<file path="src/rtl/npcl_pkg.sv">
package npcl_pkg;

  localparam int unsigned ENTRIES_DEF = 24;
  localparam int unsigned COLOR_W     = 24;
  localparam int unsigned CODE_W      = 8;
  localparam int unsigned CHAN_W      = 8;
  localparam int unsigned IDX_W       = 5;
  // cell ids up to 255 fit this width, so slot indexes are compared at it
  localparam int unsigned IDX_CMP_W   = 8;
  localparam int unsigned CFG_IDX_W   = 8;
  localparam int unsigned CFG_DATA_W  = 24;

  // 3*255^2 fits in 18 bits, and so does the start value 3*256*256
  localparam int unsigned DIST_W = 18;
  localparam int unsigned SQ_W   = 2 * CHAN_W;
  localparam logic [DIST_W-1:0] DIST_START = DIST_W'(3 * 256 * 256);

  localparam logic [COLOR_W-1:0] WHITE_RAW   = 24'hFFFFFF;
  localparam logic [COLOR_W-1:0] WHITE_FIXED = 24'hFAFEFF;

  localparam logic [CODE_W-1:0]  DEFAULT_CODE_RST  = 8'd15;
  localparam logic [COLOR_W-1:0] DEFAULT_COLOR_RST = 24'hFAFEFF;

  localparam logic [CFG_IDX_W-1:0] REG_DEFAULT_CODE  = 8'd0;
  localparam logic [CFG_IDX_W-1:0] REG_DEFAULT_COLOR = 8'd1;

  typedef enum logic [1:0] {
    OP_LOAD    = 2'd0,
    OP_EXACT   = 2'd1,
    OP_CODE    = 2'd2,
    OP_NEAREST = 2'd3
  } op_t;

  // item plus running search result, handed from cell to cell
  typedef struct packed {
    logic                valid;
    op_t                 op;
    logic [IDX_W-1:0]    idx;
    logic [CODE_W-1:0]   code;
    logic [COLOR_W-1:0]  color;
    logic                found;
    logic [COLOR_W-1:0]  res_color;
    logic [CODE_W-1:0]   res_code;
    logic [DIST_W-1:0]   best;
  } tok_t;

  function automatic logic [CHAN_W-1:0] absdiff(input logic [CHAN_W-1:0] a,
                                                input logic [CHAN_W-1:0] b);
    return (a > b) ? (a - b) : (b - a);
  endfunction

endpackage

</file>
<file path="src/rtl/npcl_cell.sv">
module npcl_cell #(
  parameter int unsigned CELL_ID = 0
) (
  input  logic          clk,
  input  logic          rst,
  input  logic          en,
  input  npcl_pkg::tok_t tok_in,
  output npcl_pkg::tok_t tok_out
);
  import npcl_pkg::*;

  typedef struct packed {
    tok_t                tok;
    logic [SQ_W-1:0]     sq_r;
    logic [SQ_W-1:0]     sq_g;
    logic [SQ_W-1:0]     sq_b;
    logic                hit_color;
    logic                hit_code;
    logic [COLOR_W-1:0]  slot_color;
    logic [CODE_W-1:0]   slot_code;
  } mid_t;

  logic [COLOR_W-1:0] slot_color;
  logic [CODE_W-1:0]  slot_code;
  mid_t               mid;
  mid_t               mid_next;
  tok_t               tok_next;
  logic               wr;
  logic [CHAN_W-1:0]  d_r, d_g, d_b;
  logic [DIST_W-1:0]  slot_dist;

  assign wr = tok_in.valid && (tok_in.op == OP_LOAD) &&
              ({{(IDX_CMP_W-IDX_W){1'b0}}, tok_in.idx} == IDX_CMP_W'(CELL_ID));

  // first half: per-channel squared differences against the slot as it stands
  always_comb begin
    d_r = absdiff(tok_in.color[7:0],   slot_color[7:0]);
    d_g = absdiff(tok_in.color[15:8],  slot_color[15:8]);
    d_b = absdiff(tok_in.color[23:16], slot_color[23:16]);
    mid_next.tok        = tok_in;
    mid_next.sq_r       = {{CHAN_W{1'b0}}, d_r} * {{CHAN_W{1'b0}}, d_r};
    mid_next.sq_g       = {{CHAN_W{1'b0}}, d_g} * {{CHAN_W{1'b0}}, d_g};
    mid_next.sq_b       = {{CHAN_W{1'b0}}, d_b} * {{CHAN_W{1'b0}}, d_b};
    mid_next.hit_color  = (tok_in.color == slot_color);
    mid_next.hit_code   = (tok_in.code == slot_code);
    mid_next.slot_color = slot_color;
    mid_next.slot_code  = slot_code;
  end

  // second half: fold this slot into the running result
  always_comb begin
    slot_dist = DIST_W'(mid.sq_r) + DIST_W'(mid.sq_g) + DIST_W'(mid.sq_b);
    tok_next = mid.tok;
    case (mid.tok.op)
      OP_EXACT: begin
        if (!mid.tok.found && mid.hit_color) begin
          tok_next.found    = 1'b1;
          tok_next.res_code = mid.slot_code;
        end
      end
      OP_CODE: begin
        if (!mid.tok.found && mid.hit_code) begin
          tok_next.found     = 1'b1;
          tok_next.res_color = mid.slot_color;
        end
      end
      OP_NEAREST: begin
        // strict less-than keeps the lowest slot on a tie
        if (slot_dist < mid.tok.best) begin
          tok_next.best     = slot_dist;
          tok_next.res_code = mid.slot_code;
        end
      end
      default: ;
    endcase
  end

  always_ff @(posedge clk) begin
    if (rst) begin
      slot_color    <= '0;
      slot_code     <= '0;
      mid.tok.valid <= 1'b0;
      tok_out.valid <= 1'b0;
    end else if (en) begin
      if (wr) begin
        slot_color <= tok_in.color;
        slot_code  <= tok_in.code;
      end
      mid     <= mid_next;
      tok_out <= tok_next;
    end
  end

endmodule

</file>
<file path="config.mk">
export PLATFORM = sky130hd
export DESIGN_NAME = npcl_cell
export DESIGN_NICKNAME = d
export VERILOG_FILES = /design/src/rtl/npcl_pkg.sv /design/src/rtl/npcl_cell.sv
export SDC_FILE = /design/constraint.sdc
export NUM_CORES = 1
export LEC_CHECK = 0
export BUFFER_PORTS_ARGS = -buffer_cell sky130_fd_sc_hd__buf_2
export CAP_MARGIN = 20
export CORE_ASPECT_RATIO = 0.5
export CORE_MARGIN = 8
export CORE_UTILIZATION = 40
export DETAILED_ROUTE_END_ITERATION = 6
export PLACE_DENSITY_LB_ADDON = 0.2
export SLEW_MARGIN = 20
export SYNTH_ARGS = -nofsm -noshare
export SYNTH_HDL_FRONTEND = slang
export SYNTH_SLANG_ARGS = --single-unit
</file>
<file path="constraint.sdc">
create_clock -name clk -period 17 [get_ports clk]
set_clock_uncertainty 0.15 [all_clocks]
set_input_delay 3.4 -clock clk [delete_from_list [all_inputs] [get_ports clk]]
set_output_delay 3.4 -clock clk [all_outputs]
set_load 0.01 [all_outputs]
</file>
* After elaboration in Yosys (flattened, before gate mapping) *
Cells that the tools add are included.

operators by class
  muxes and demuxes = 11
  reduce and logical (&&, ||, !) cells = 9
  shifts and indexed selects = 0
  bitwise operators = 1
  equal/unequal tests = 5
  div/mod/pow operators = 0
  $mul = 3
  add/sub/neg operators = 8
  order comparisons = 4

operators by type and width
  kind                count
  $mul 8x8->16        3
  $sub 8x8->8         6
  $mux 8              4
  $mux 26             1
  $mux 25             1
  $eq 24x24->1        1
  $gt 8x8->1          3
  $mux 24             1
  $add 17x16->18      1
  $lt 18x18->1        1
  $mux 18             1
  $add 16x16->17      1
  $pmux 8 s2          1
  $eq 8x8->1          1
  $logic_not 5->1     1
  $eq 2x2->1 const B  2
  $logic_and 1x1->1   4
  $reduce_and 2->1    2
  $eq 2x1->1 const B  1
  $logic_not 2->1     1
  $pmux 1 s2          1
  $logic_not 1->1     1
  $mux 1              1
  $not 1->1           1

storage, ports and cells
  output and inout port bits = 91
  bits in latches = 0
  memory bits (read-only) = 0
  register bits after elaboration = 296
  RAM bits = 0
  memories kept = 0
  input bits = 94

* Logic depth before layout (Yosys ltp) *
  depth in word-level cells = 5
  mapped depth = 30
  gate-level depth less buffers = 29

* Least setup slack after synthesis *
OpenSTA, ideal clock, no wires.

  kind = input to register
  start point = input port rst
  end point = register mid[0] in the netlist's numbering (enable)
  buffers on the path = 1
  setup time = 910 ps
  required time = 15,940 ps
  arrival time = 14,900 ps
  stages on the path = 2
  slack = 1,039 ps
  cells stage by stage = clkbuf_1 nor2b_1

on the way
  longest elaborated chain between the ends = 2

RTL lines
  what                               RTL line         source
  from (decl)                        npcl_cell.sv:5   input logic rst,
  $not 1->1 (no source line)         -
  $reduce_and 2->1 (no source line)  -
  to (signal assigned)               npcl_cell.sv:89  mid <= mid_next;
  to (decl)                          npcl_cell.sv:25  mid_t mid;

Every way passes these cells.
A chain may end at the register's enable or synchronous reset.

==> flow_summary.yaml <==
status:
  status: "finished, final reports clean"
pwr:
  report.power.total_mw: 3.73
  pwr_density_cell_mw_per_mm2: 181
  vdd_ir_drop_max_v: 0.0000983
  p_leak_nw: 8.88
synth:
  netlist_area_mm2: 0.0181
  synth_compound_area_frac: 0.0875
  yosys_most_used_dff: "sky130_fd_sc_hd__edfxtp_1"
  synth_xor_xnor_area_share: 0.0398
  yosys_register_bits: 293
  post_synthesis_cell_type_with_the_largest_combined_area: "sky130_fd_sc_hd__edfxtp_1"
  yosys-mux-area-fraction: 0.0332
  synth-edff-count: 259
  synth.yosys.seq_area_share: 0.467
  synth_top_cells_by_area: "sky130_fd_sc_hd__edfxtp_1 43%, sky130_fd_sc_hd__ha_1 12%, sky130_fd_sc_hd__fa_1 11%, sky130_fd_sc_hd__inv_1 4.8%, sky130_fd_sc_hd__dfxtp_1 3.8%"
  syn_avg_cell_area_um2: 11.7
  synth_cell_types: 79
  synth_async_sr_flop_share: 0
  yosys.cell_count.top_type: "sky130_fd_sc_hd__edfxtp_1"
  ys.warnings.count: 0
  post-synth-top-area-fraction: 0.429
  main_combinational_cell_family_by_area_after_synthesis: "adder cells"
  synthTopCellsByCount: "259 x sky130_fd_sc_hd__edfxtp_1, 231 x sky130_fd_sc_hd__inv_1, 169 x sky130_fd_sc_hd__ha_1"
  netlist_instances: 1553
  synth_fa_ha_area_frac: 0.224
  yosys.area_share.simple: 0.0905
place:
  globalplace.congestion: 0.874
  io_buffers: 184
  hpwlAfterDp_um: 30600
die:
  die_area_mm2: 0.0528
  core_mm2: 0.0449
  num_io_pins: 185
  placementRows: 55
  floorplan.die.height_um: 166
  initial_core_util: 0.403
  die_width_um: 317
timing:
  final-setup-viol-count: 0
  fmaxAchievable_ghz: 0.101
  layout_min_cycle_time_ps: 9890
  post-route-period-util: 0.582
  totalNegativeSetupSlack_ps: 0
  hold_violations: 0
  hold-worst-slack_ps: 267
  grt_setup_unrepaired: "false"
  maxSlewViolCount: 0
  relSlewSlack: 0.337
  timing_worst_slew_pin_value_ps: 988
layout:
  finish.utilization: 0.460
  drive_gt1_frac: 0.179
  fillCellCount: 4148
  area_growth_syn_to_layout_pct: 14.0
  final_layout_net_count: 2106
clock_network:
  cts_buffer_depth: 3
  numClockSinks: 293
  hold_buffers: 0
  cts_tree: "done"
  clkTransAtPathRegs_ps: 60
  cts_root_buffer: "sky130_fd_sc_hd__clkbuf_16"
  clk-insertion-delay-late_ps: 570
  clock_tree.htree_level_count: 1
  cts_made_buffers: 29
  postCtsSetupRepairBufs: 0
  post_cts_resized: 0
route:
  vias_per_cell: 4.90
  highest_layer: "met4"
  detailroute.wirelength.met3_um: 2190
  drtIter0Drc: 675
  drt.antenna.violating_nets: 0
  detailedRoute.firstPassIterationCount: 5
  met2_length_um: 18300
  drc: 0
  routed_wire_length_per_instance_um: 16.7
  vias: 11593
  wl_met1_um: 18400
  postRouteWirelength_um: 39600
critical_path:
  path_delay_family: "adder cells"
  timing.critical_path.fanout_max: 12
  timing.critical_path.to_type: "register"
  cp.arrival_ps: 10060
  crit_path_max_incr_delay_ps: 800
  most_frequent_cp_cell: "sky130_fd_sc_hd__fa_1"
  kind_of_critical_path: "input pin to register"
  critical_path_buf_inv_count: 5
  cp-start-kind: "input pin"
  crit_slowest_cell: "sky130_fd_sc_hd__o31ai_2"
  worst_ep_required_time_ps: 17170
  r2r_setup_slack_ps: 9640
global_route:
  grt.overflow.total: 0
  grt_pass1_vias: 11635
  grt_pass1_wl_um: 63300
  grt_max_degree: 74
  global_route.usage.total: 0.149
  grt_antenna_before_repair: 2
hold_path:
  hold_path_class: "register to register"
run:
  maxCapViolations: 0
==> flip-flops by register name (all words and copies together), names as in the netlist <==
signal	flops
slot_code	8
tok_out	91
mid	170
slot_color	24
==> logic make-up after synthesis <==
family                   Yosys count
buffers and inverters            268
multiplexers                      55
flip-flops                       293
AND/OR/NAND/NOR                  351
other                              2
AO/OA/AOI/OAI                    240
XOR/XNOR                          78
adder cells (fa/ha/maj)          266
==> where the power goes <==
group | leakage [nW] | internal [mW] | switching [mW] | total (mW)
combinational | 5.69 | 0.912 | 1.18 | 2.10
sequential | 2.73 | 0.950 | 0.0418 | 0.992
clock | 0.459 | 0.359 | 0.281 | 0.640
total | 8.88 | 2.22 | 1.51 | 3.73
==> path summary, 6_finish.rpt <==
path	depth (start not counted)	to	startpoint
hold / removal	0	tok_out[53]$_DFFE_PP_	mid[135]$_DFFE_PP_
hold reg to reg	0	tok_out[53]$_DFFE_PP_	mid[135]$_DFFE_PP_
setup / recovery	25	mid[46]$_DFFE_PP_	tok_in[67]
setup reg to reg	23	mid[46]$_DFFE_PP_	slot_color[16]$_SDFFE_PP0P_
==> area by class of cell <==
type | instances | area (um2) | area share
Antenna cell | 1 | 2.50 | 0.000121
Clock buffer | 43 | 838 | 0.0406
Sequential cell | 293 | 8460 | 0.410
Tap cell | 598 | 748 | 0.0362
Clock inverter | 11 | 105 | 0.00509
Inverter | 235 | 882 | 0.0427
Multi-Input combinational cell | 993 | 8620 | 0.417
Timing Repair Buffer | 194 | 996 | 0.0482
==> layer usage <==
metal  vias to the layer above  GRT usage
met5                         -          0
met4                         0     0.0261
met3                        45     0.0309
met2                       209      0.242
met1                      5605      0.206
li1                       5734          -
==> through the flow <==
step                      setup WS, ps  area (um2)  instances
after global routing              6730       20700       2368
after global placement            6650       19700       2313
after detailed placement          6550       19700       2313
after CTS                         7150       20600       2367
after floorplan                   1040       18100       1554
final                             7110       20700       2368
==> cells in the final DEF (no fill, tap or decap), types with 4 or more instances in the layout <==
master	netlist	routed
sky130_fd_sc_hd__inv_1	231	231
sky130_fd_sc_hd__buf_2	2	184
sky130_fd_sc_hd__nor2b_1	18	17
sky130_fd_sc_hd__a22o_1	9	9
sky130_fd_sc_hd__nand4_1	15	15
sky130_fd_sc_hd__clkinv_1	1	4
sky130_fd_sc_hd__nand2_1	106	106
sky130_fd_sc_hd__a211oi_1	8	8
sky130_fd_sc_hd__clkbuf_16	0	29
sky130_fd_sc_hd__nor2_1	116	116
sky130_fd_sc_hd__clkbuf_8	0	6
sky130_fd_sc_hd__xnor2_2	4	4
sky130_fd_sc_hd__edfxtp_1	259	259
sky130_fd_sc_hd__dfxtp_1	34	34
sky130_fd_sc_hd__fa_1	97	97
sky130_fd_sc_hd__nand3_1	11	11
sky130_fd_sc_hd__ha_1	169	169
sky130_fd_sc_hd__a21oi_1	95	95
sky130_fd_sc_hd__o21a_1	9	9
sky130_fd_sc_hd__buf_4	2	10
sky130_fd_sc_hd__o211ai_1	9	9
sky130_fd_sc_hd__nor3_1	20	20
sky130_fd_sc_hd__clkbuf_1	26	8
sky130_fd_sc_hd__o21ai_0	26	26
sky130_fd_sc_hd__xor2_1	14	14
sky130_fd_sc_hd__xnor2_1	59	59
sky130_fd_sc_hd__or3_1	8	8
sky130_fd_sc_hd__and3_1	5	5
sky130_fd_sc_hd__a21o_1	28	28
sky130_fd_sc_hd__nand2b_1	9	9
sky130_fd_sc_hd__or2_2	15	15
sky130_fd_sc_hd__and2_1	4	4
sky130_fd_sc_hd__mux2_2	40	40
sky130_fd_sc_hd__mux2i_1	15	15
sky130_fd_sc_hd__nor4_1	5	5
sky130_fd_sc_hd__o21bai_1	10	10
sky130_fd_sc_hd__o31a_1	4	4
==> worst register-to-register path, delay by kind of cell, from the launching register on <==
family	cells	cell delay, ps
AOI/OAI and AO/OA	6	1820
xor gates and xnor gates	1	80
DFF	1	430
muxes	1	440
adders and majority gates	7	2990
buffers and inverters	3	160
and+or+nand+nor	5	1040
Note: power is estimated with default switching activity, not from simulation.
